`config.mk`:
```
export PLATFORM = sky130hd
export DESIGN_NAME = stream_find_replace_core
export DESIGN_NICKNAME = d
export VERILOG_FILES = /design/src/sv/sfr_pkg.sv /design/src/sv/stream_find_replace_core.sv /design/src/sv/sfr_win_cell.sv /design/src/sv/sfr_out_cell.sv
export SDC_FILE = /design/constraint.sdc
export NUM_CORES = 1
export LEC_CHECK = 0
export BUFFER_PORTS_ARGS = -buffer_cell sky130_fd_sc_hd__buf_2
export CORE_MARGIN = 4
export CORE_UTILIZATION = 66
export DETAILED_ROUTE_END_ITERATION = 8
export PLACE_DENSITY = 0.82
export SYNTH_ARGS = -nofsm -noshare
export SYNTH_HDL_FRONTEND = slang
export SYNTH_HIERARCHICAL = 1
export SYNTH_SLANG_ARGS = --single-unit
```
`constraint.sdc`:
```
create_clock -name clk -period 17.9 [get_ports clk]
set_input_delay 0.895 -clock clk [delete_from_list [all_inputs] [get_ports clk]]
set_output_delay 0.895 -clock clk [all_outputs]
set_load 0.005 [all_outputs]
```
`src/sv/sfr_pkg.sv`:
```
// Shared constants, types and control bundles for the stream find/replace core.
package sfr_pkg;

	localparam int MAX_PATTERN     = 8;
	localparam int MAX_REPLACEMENT = 8;
	localparam int OUT_DEPTH       = 8;
	localparam int LEN_W           = 4;
	localparam int REG_W           = 64;
	localparam int IDX_W           = 2;

	typedef logic [7:0]       byte_t;
	typedef logic [LEN_W-1:0] len_t;

	// Configuration register indexes
	typedef enum logic [IDX_W-1:0] {
		REG_PATTERN_BYTES      = 2'd0,
		REG_PATTERN_LENGTH     = 2'd1,
		REG_REPLACEMENT_BYTES  = 2'd2,
		REG_REPLACEMENT_LENGTH = 2'd3
	} cfg_reg_t;

	// Window cell control: capture the incoming byte, or take the neighbor's byte
	typedef struct packed {
		logic ins;
		logic shift;
	} win_ctl_t;

	// Output cell control: load a new burst, or advance toward the head
	typedef struct packed {
		logic load;
		logic shift;
	} out_ctl_t;

endpackage

```
`src/sv/stream_find_replace_core.sv`:
```
// Top level of the streaming find and replace core: window cells, burst cells, control.
//
//  channel  | signals                                 | payload
//  ---------+-----------------------------------------+-----------------------------------
//  s        | s_tvalid s_tready s_tdata s_tlast       | tdata[7:0] data_byte; tlast stream_last
//  m        | m_tvalid m_tready m_tdata m_tlast m_tuser| tdata[7:0] out_byte; tlast run_last;
//           |                                         | tuser[0] byte_valid, tuser[1] stream_end
//  cfg      | cfg_wr_en cfg_index cfg_wdata           | write-only register port
//
// An input request's window update and match compare happen in the accepting cycle, and
// its 0..8 results are loaded into the output cell row. Results leave one per cycle
// while m_tready is high, the output cell row draining one byte per pop.
// s_tready stays high while the last result of the previous burst is being taken.
// Reset clears the configuration, the window count and the output count.
module stream_find_replace_core (
	input  logic                         clk,
	input  logic                         arst_n,
	input  logic                         s_tvalid,
	output logic                         s_tready,
	input  logic [7:0]                   s_tdata,   // [7:0] data_byte
	input  logic                         s_tlast,
	output logic                         m_tvalid,
	input  logic                         m_tready,
	output logic [7:0]                   m_tdata,   // [7:0] out_byte
	output logic                         m_tlast,
	output logic [1:0]                   m_tuser,   // [0] byte_valid, [1] stream_end
	input  logic                         cfg_wr_en,
	input  logic [sfr_pkg::IDX_W-1:0]    cfg_index,
	input  logic [sfr_pkg::REG_W-1:0]    cfg_wdata
);

	// Configuration registers
	logic [sfr_pkg::REG_W-1:0] pattern_q;
	logic [sfr_pkg::REG_W-1:0] repl_q;
	sfr_pkg::len_t             plen_cfg_q;
	sfr_pkg::len_t             rlen_cfg_q;

	// Control state
	sfr_pkg::len_t win_cnt_q;
	sfr_pkg::len_t out_cnt_q;
	logic          bvalid_q;
	logic          send_q;

	sfr_pkg::len_t plen, rlen, cnt_eff, cnt_new, cnt_next, n_res;
	logic          in_acc, pop, full, all_hit, match, bare;

	sfr_pkg::win_ctl_t win_ctl [sfr_pkg::MAX_PATTERN];
	sfr_pkg::byte_t    win_cur [sfr_pkg::MAX_PATTERN];
	logic [sfr_pkg::MAX_PATTERN-1:0] win_hit;

	sfr_pkg::out_ctl_t out_ctl;
	sfr_pkg::byte_t    out_load [sfr_pkg::OUT_DEPTH];
	sfr_pkg::byte_t    out_cur  [sfr_pkg::OUT_DEPTH];

	// Handshakes
	assign in_acc   = s_tvalid && s_tready;
	assign pop      = m_tvalid && m_tready;
	assign s_tready = (out_cnt_q == '0) || ((out_cnt_q == sfr_pkg::LEN_W'(1)) && m_tready);

	// Lengths clamped to the supported maxima
	always_comb begin
		plen = (plen_cfg_q > sfr_pkg::LEN_W'(sfr_pkg::MAX_PATTERN)) ?
			sfr_pkg::LEN_W'(sfr_pkg::MAX_PATTERN) : plen_cfg_q;
		rlen = (rlen_cfg_q > sfr_pkg::LEN_W'(sfr_pkg::MAX_REPLACEMENT)) ?
			sfr_pkg::LEN_W'(sfr_pkg::MAX_REPLACEMENT) : rlen_cfg_q;
	end

	// Window fill level and match detection
	always_comb begin
		cnt_eff = (win_cnt_q >= plen) ? '0 : win_cnt_q;
		cnt_new = cnt_eff + sfr_pkg::LEN_W'(1);
		full    = (plen != '0) && (cnt_new == plen);
		all_hit = 1'b1;
		for (int i = 0; i < sfr_pkg::MAX_PATTERN; i++) begin
			if ((sfr_pkg::LEN_W'(i) < plen) && !win_hit[i]) begin
				all_hit = 1'b0;
			end
		end
		match = full && all_hit;
	end

	// Result count for this request and the next window level
	always_comb begin
		if (plen == '0) begin
			n_res    = sfr_pkg::LEN_W'(1);
			cnt_next = '0;
		end else if (match) begin
			n_res    = rlen;
			cnt_next = '0;
		end else if (full) begin
			n_res    = s_tlast ? plen : sfr_pkg::LEN_W'(1);
			cnt_next = s_tlast ? '0 : plen - sfr_pkg::LEN_W'(1);
		end else begin
			n_res    = s_tlast ? cnt_new : '0;
			cnt_next = s_tlast ? '0 : cnt_new;
		end
		bare = s_tlast && (n_res == '0);
	end

	// Window cell row
	for (genvar i = 0; i < sfr_pkg::MAX_PATTERN; i++) begin : g_win
		sfr_pkg::byte_t nbr;
		if (i == sfr_pkg::MAX_PATTERN - 1) begin : g_end
			assign nbr = '0;
		end else begin : g_mid
			assign nbr = win_cur[i+1];
		end
		assign win_ctl[i].ins   = in_acc && (cnt_eff == sfr_pkg::LEN_W'(i));
		assign win_ctl[i].shift = in_acc && full && !match && !s_tlast;
		sfr_win_cell u_cell (
			.clk      (clk),
			.ctl      (win_ctl[i]),
			.in_byte  (s_tdata),
			.nbr_byte (nbr),
			.pat_byte (pattern_q[8*i +: 8]),
			.cur_byte (win_cur[i]),
			.hit      (win_hit[i])
		);
	end

	// Burst contents: replacement text or the window, zero for a bare end marker
	always_comb begin
		for (int j = 0; j < sfr_pkg::OUT_DEPTH; j++) begin
			if (bare) begin
				out_load[j] = '0;
			end else if (match) begin
				out_load[j] = repl_q[8*j +: 8];
			end else begin
				out_load[j] = win_cur[j];
			end
		end
	end

	assign out_ctl.load  = in_acc && ((n_res != '0) || bare);
	assign out_ctl.shift = pop;

	// Output cell row, head at index 0
	for (genvar j = 0; j < sfr_pkg::OUT_DEPTH; j++) begin : g_out
		sfr_pkg::byte_t nbr;
		if (j == sfr_pkg::OUT_DEPTH - 1) begin : g_end
			assign nbr = '0;
		end else begin : g_mid
			assign nbr = out_cur[j+1];
		end
		sfr_out_cell u_cell (
			.clk       (clk),
			.ctl       (out_ctl),
			.load_byte (out_load[j]),
			.nbr_byte  (nbr),
			.cur_byte  (out_cur[j])
		);
	end

	// Output port
	assign m_tvalid   = (out_cnt_q != '0);
	assign m_tdata    = out_cur[0];
	assign m_tlast    = (out_cnt_q == sfr_pkg::LEN_W'(1));
	assign m_tuser[0] = bvalid_q;
	assign m_tuser[1] = send_q && m_tlast;

	// Configuration registers
	always_ff @(posedge clk or negedge arst_n) begin
		if (!arst_n) begin
			pattern_q  <= '0;
			repl_q     <= '0;
			plen_cfg_q <= '0;
			rlen_cfg_q <= '0;
		end else if (cfg_wr_en) begin
			unique case (sfr_pkg::cfg_reg_t'(cfg_index))
				sfr_pkg::REG_PATTERN_BYTES:      pattern_q  <= cfg_wdata;
				sfr_pkg::REG_PATTERN_LENGTH:     plen_cfg_q <= cfg_wdata[sfr_pkg::LEN_W-1:0];
				sfr_pkg::REG_REPLACEMENT_BYTES:  repl_q     <= cfg_wdata;
				sfr_pkg::REG_REPLACEMENT_LENGTH: rlen_cfg_q <= cfg_wdata[sfr_pkg::LEN_W-1:0];
				default: ;
			endcase
		end
	end

	// Window level and burst bookkeeping
	always_ff @(posedge clk or negedge arst_n) begin
		if (!arst_n) begin
			win_cnt_q <= '0;
			out_cnt_q <= '0;
			bvalid_q  <= 1'b0;
			send_q    <= 1'b0;
		end else begin
			if (cfg_wr_en && (cfg_index == sfr_pkg::REG_PATTERN_LENGTH)) begin
				win_cnt_q <= '0;
			end else if (in_acc) begin
				win_cnt_q <= cnt_next;
			end
			if (out_ctl.load) begin
				out_cnt_q <= bare ? sfr_pkg::LEN_W'(1) : n_res;
				bvalid_q  <= !bare;
				send_q    <= s_tlast;
			end else if (pop) begin
				out_cnt_q <= out_cnt_q - sfr_pkg::LEN_W'(1);
			end
		end
	end

endmodule

```
`src/sv/sfr_win_cell.sv`:
```
// One window cell: holds one pending byte and compares it against its pattern byte.
module sfr_win_cell (
	input  logic              clk,
	input  sfr_pkg::win_ctl_t ctl,
	input  sfr_pkg::byte_t    in_byte,
	input  sfr_pkg::byte_t    nbr_byte,
	input  sfr_pkg::byte_t    pat_byte,
	output sfr_pkg::byte_t    cur_byte,
	output logic              hit
);

	sfr_pkg::byte_t byte_q;

	// View of the cell including a byte being inserted this cycle
	always_comb begin
		cur_byte = ctl.ins ? in_byte : byte_q;
		hit      = (cur_byte == pat_byte);
	end

	// Shift from the younger neighbor on release, else capture the new byte
	always_ff @(posedge clk) begin
		if (ctl.shift) begin
			byte_q <= nbr_byte;
		end else if (ctl.ins) begin
			byte_q <= in_byte;
		end
	end

endmodule

```
`src/sv/sfr_out_cell.sv`:
```
// One output cell: holds one byte of a result burst and hands it toward the head.
module sfr_out_cell (
	input  logic              clk,
	input  sfr_pkg::out_ctl_t ctl,
	input  sfr_pkg::byte_t    load_byte,
	input  sfr_pkg::byte_t    nbr_byte,
	output sfr_pkg::byte_t    cur_byte
);

	sfr_pkg::byte_t byte_q;

	assign cur_byte = byte_q;

	// New burst wins over draining
	always_ff @(posedge clk) begin
		if (ctl.load) begin
			byte_q <= load_byte;
		end else if (ctl.shift) begin
			byte_q <= nbr_byte;
		end
	end

endmodule
```
==> metrics.txt <==
Final Hold Vio Count 0; leading cell types in the layout, fill and taps excluded mux2_2 (200), nand2_1 (154), dfrtp_1 (146); Routability Congestion 0.991; synthesized cell area 14,500 µm²; Data required, critical path 18.12 ns; antenna violations before repair 0; Avg WL per Cell 22.3 µm; H-tree depth 1; Slew Limit Fails 0; # resized after CTS 0; crit-path max FO 38; vias in the first global route 9,437; Worst Tran Pin Value 1.14 ns; CTS Buf Count 29; Final setup viols 0; RSZ-0062 raised after global routing no; vias post-DR 9,114; clk_skew 0.0177 ns; min-delay worst type in -> async; largest net degree at the start of global routing 80; max cap viols 0; Critical Path Sink Type flop; share of layout cells above drive strength 1 45.8%; run status completed; die span in x 156 µm; io pins 93; Post-synth EDFFs 64; WL final 33,600 µm; area of the core 21,300 µm²; asr flop ratio synth 53.3%; Max Freq 137 MHz; row cnt 53; post-DP HPWL 23,500 µm; slew margin rel. 23.9%; Mean Syn Cell Area 12.8 µm²; commonest non-fill, non-tap cell in the layout mux2_2; # hold bufs at CTS 0; FF+latch count, synth 274; Lkg Pwr 6.43 nW; Nets 1,305; Worst-path clk slew 0.06 ns; post-route ant nets 0; number of antenna diodes 0; Worst Path Arrival 7.51 ns; Starting DRT DRC Count 731; global-route wire length before repair 52,700 µm; Hold WS 0.376 ns; power density over the cells 132 nW/µm²; Total GRT Usage 27.6%; number of synthesis warnings 6; startpoint type of the worst setup path flop; clock sink count 274; first drt pass iteration count 5; Synth cell types 67; Worst R2R Path Depth 20; clock root buffer clkbuf_16; total die area 24,400 µm²; die height 156 µm; fin crit period 7.29 ns; final setup TNS 0 ns; number of cells produced by synthesis 1,128; clock buffer depth 3; reg2reg setup slack 10.61 ns; Via density 6.04; reg2reg start plen_cfg_q[3]; GRT Residual Overflow 0; CP startpoint plen_cfg_q[3]; Area Overhead vs Synth 10.8%; Final Cycle Share 40.7%; Post-CTS Setup Bufs 0; Setup CP Type reg -> reg; worst reg2reg endpoint g_out[7].u_cell/cur_byte[2]; IO Port Bufs 92; Initial Util 68.0%; Clk Latency, worst-skew pair 0.56 ns; CTS tree yes; VDD IR max 0.0894 mV; sequential-to-total area share from yosys stat 47.4%; Main synth FF type dfrtp_1; final routed DRC violation total 0
-- report_power, final --
group | total (mW) | switching [mW] | leakage [nW] | internal [mW]
combinational | 0.605 | 0.286 | 3.07 | 0.319
sequential | 0.897 | 0.0846 | 2.89 | 0.812
clock | 0.619 | 0.245 | 0.478 | 0.374
-- worst max-delay path by stage --
stage                                   to  slack, ns
2_1_floorplan  g_out[0].u_cell/cur_byte[0]      12.12
3_3_place_gp   g_out[7].u_cell/cur_byte[0]      10.91
3_5_place_dp   g_out[7].u_cell/cur_byte[1]      10.68
4_1_cts        g_out[7].u_cell/cur_byte[1]      10.64
5_1_grt        g_out[6].u_cell/cur_byte[4]      10.16
6_report       g_out[7].u_cell/cur_byte[2]      10.61
-- routing by layer --
| metal | part of all wire [%] | global-route usage (%) |
|---|---|---|
| met1 | 40 | 35.0 |
| met5 | 0 | 0 |
| met3 | 5.0 | 3.58 |
| met4 | 5.0 | 12.6 |
| met2 | 50 | 47.5 |
-- synth_stat cells (all sizes together), types with 2 or more instances --
master | number | area, µm²
and3 | 2 | 17.5
and2 | 11 | 68.8
nand4 | 17 | 106
o21ai | 11 | 58.8
or2 | 10 | 62.6
a211oi | 2 | 15.0
ha | 13 | 163
nor4 | 6 | 58.8
nor3 | 5 | 25.0
nand3 | 6 | 30.0
a21oi | 69 | 574
o21a | 2 | 15.0
clkbuf | 34 | 128
buf | 31 | 297
o22ai | 3 | 18.8
or3 | 2 | 17.5
inv | 11 | 41.3
nand3b | 2 | 15.0
mux2i | 4 | 40.0
a22oi | 3 | 27.5
a41oi | 2 | 17.5
edfxtp | 64 | 1920
a311oi | 2 | 17.5
mux2 | 328 | 4170
a31oi | 2 | 12.5
nand2b | 4 | 25.0
nor3b | 3 | 33.8
dfxtp | 64 | 1280
nor2 | 22 | 85.1
dfrtp | 146 | 3650
nand2 | 154 | 578
xnor2 | 71 | 682
o211ai | 3 | 37.5
or4 | 3 | 26.3
xor2 | 2 | 17.5
-- layout make-up --
class / instances / area (µm²)
Clock buffer: 42 / 815
Tap cell: 275 / 344
Sequential cell: 274 / 6860
Inverter: 11 / 41.3
Timing Repair Buffer: 103 / 549
Clock inverter: 11 / 170
Multi-Input combinational cell: 793 / 7250
Fill cell: 1353 / 5260
-- registers in the layout (all words and copies together) (netlist names) --
name,cells
bvalid_q,1
win_cnt_q,4
out_cnt_q,4
send_q,1
rlen_cfg_q,4
pattern_q,64
g_out.u_cell/cur_byte,64
plen_cfg_q,4
repl_q,64
g_win.u_cell/byte_q,64
-- metrics by stage --
stage,cell area (µm²),worst slack [ns],power [mW],utilization (%),instances
finish,16000,10.61,2.12,75.3,1509
global route,16000,10.16,2.21,75.3,1509
CTS,16000,10.64,2.13,75.3,1509
detailed placement,15000,10.68,1.51,70.7,1456
global placement,15000,10.91,1.48,70.7,1456
floorplan,14500,12.12,1.36,-,1143
-- worst max-delay path, stage by stage (launching register included) --
cell      delay (ns)
dfrtp_1         0.50
nand2b_1        0.26
inv_1           0.14
ha_1            0.32
nor3b_4         0.28
o211ai_2        0.25
inv_1           0.17
ha_1            0.34
and2_1          0.60
mux2_4          0.38
xnor2_1         0.19
nand4_1         0.12
nor2_1          0.25
a22oi_1         0.20
or4_4           0.59
nor4_2          0.34
a221oi_2        0.15
a41oi_4         0.22
buf_4           0.56
buf_4           0.61
or2_1           0.40
-- cells by family (layout without fill, tap and decap cells) --
family	count (synthesis)	in the layout	share of synthesized area (%)
and+or+nand+nor	251	251	8.20
adders and majority gates	13	13	1.12
AOI/OAI and AO/OA	108	108	6.10
buffers and inverters	76	167	3.22
other	1	16	0.0259
xor gates and xnor gates	73	73	4.83
DFF	274	274	47.4
muxes	332	332	29.1
Note: power is estimated with default switching activity, not from simulation.
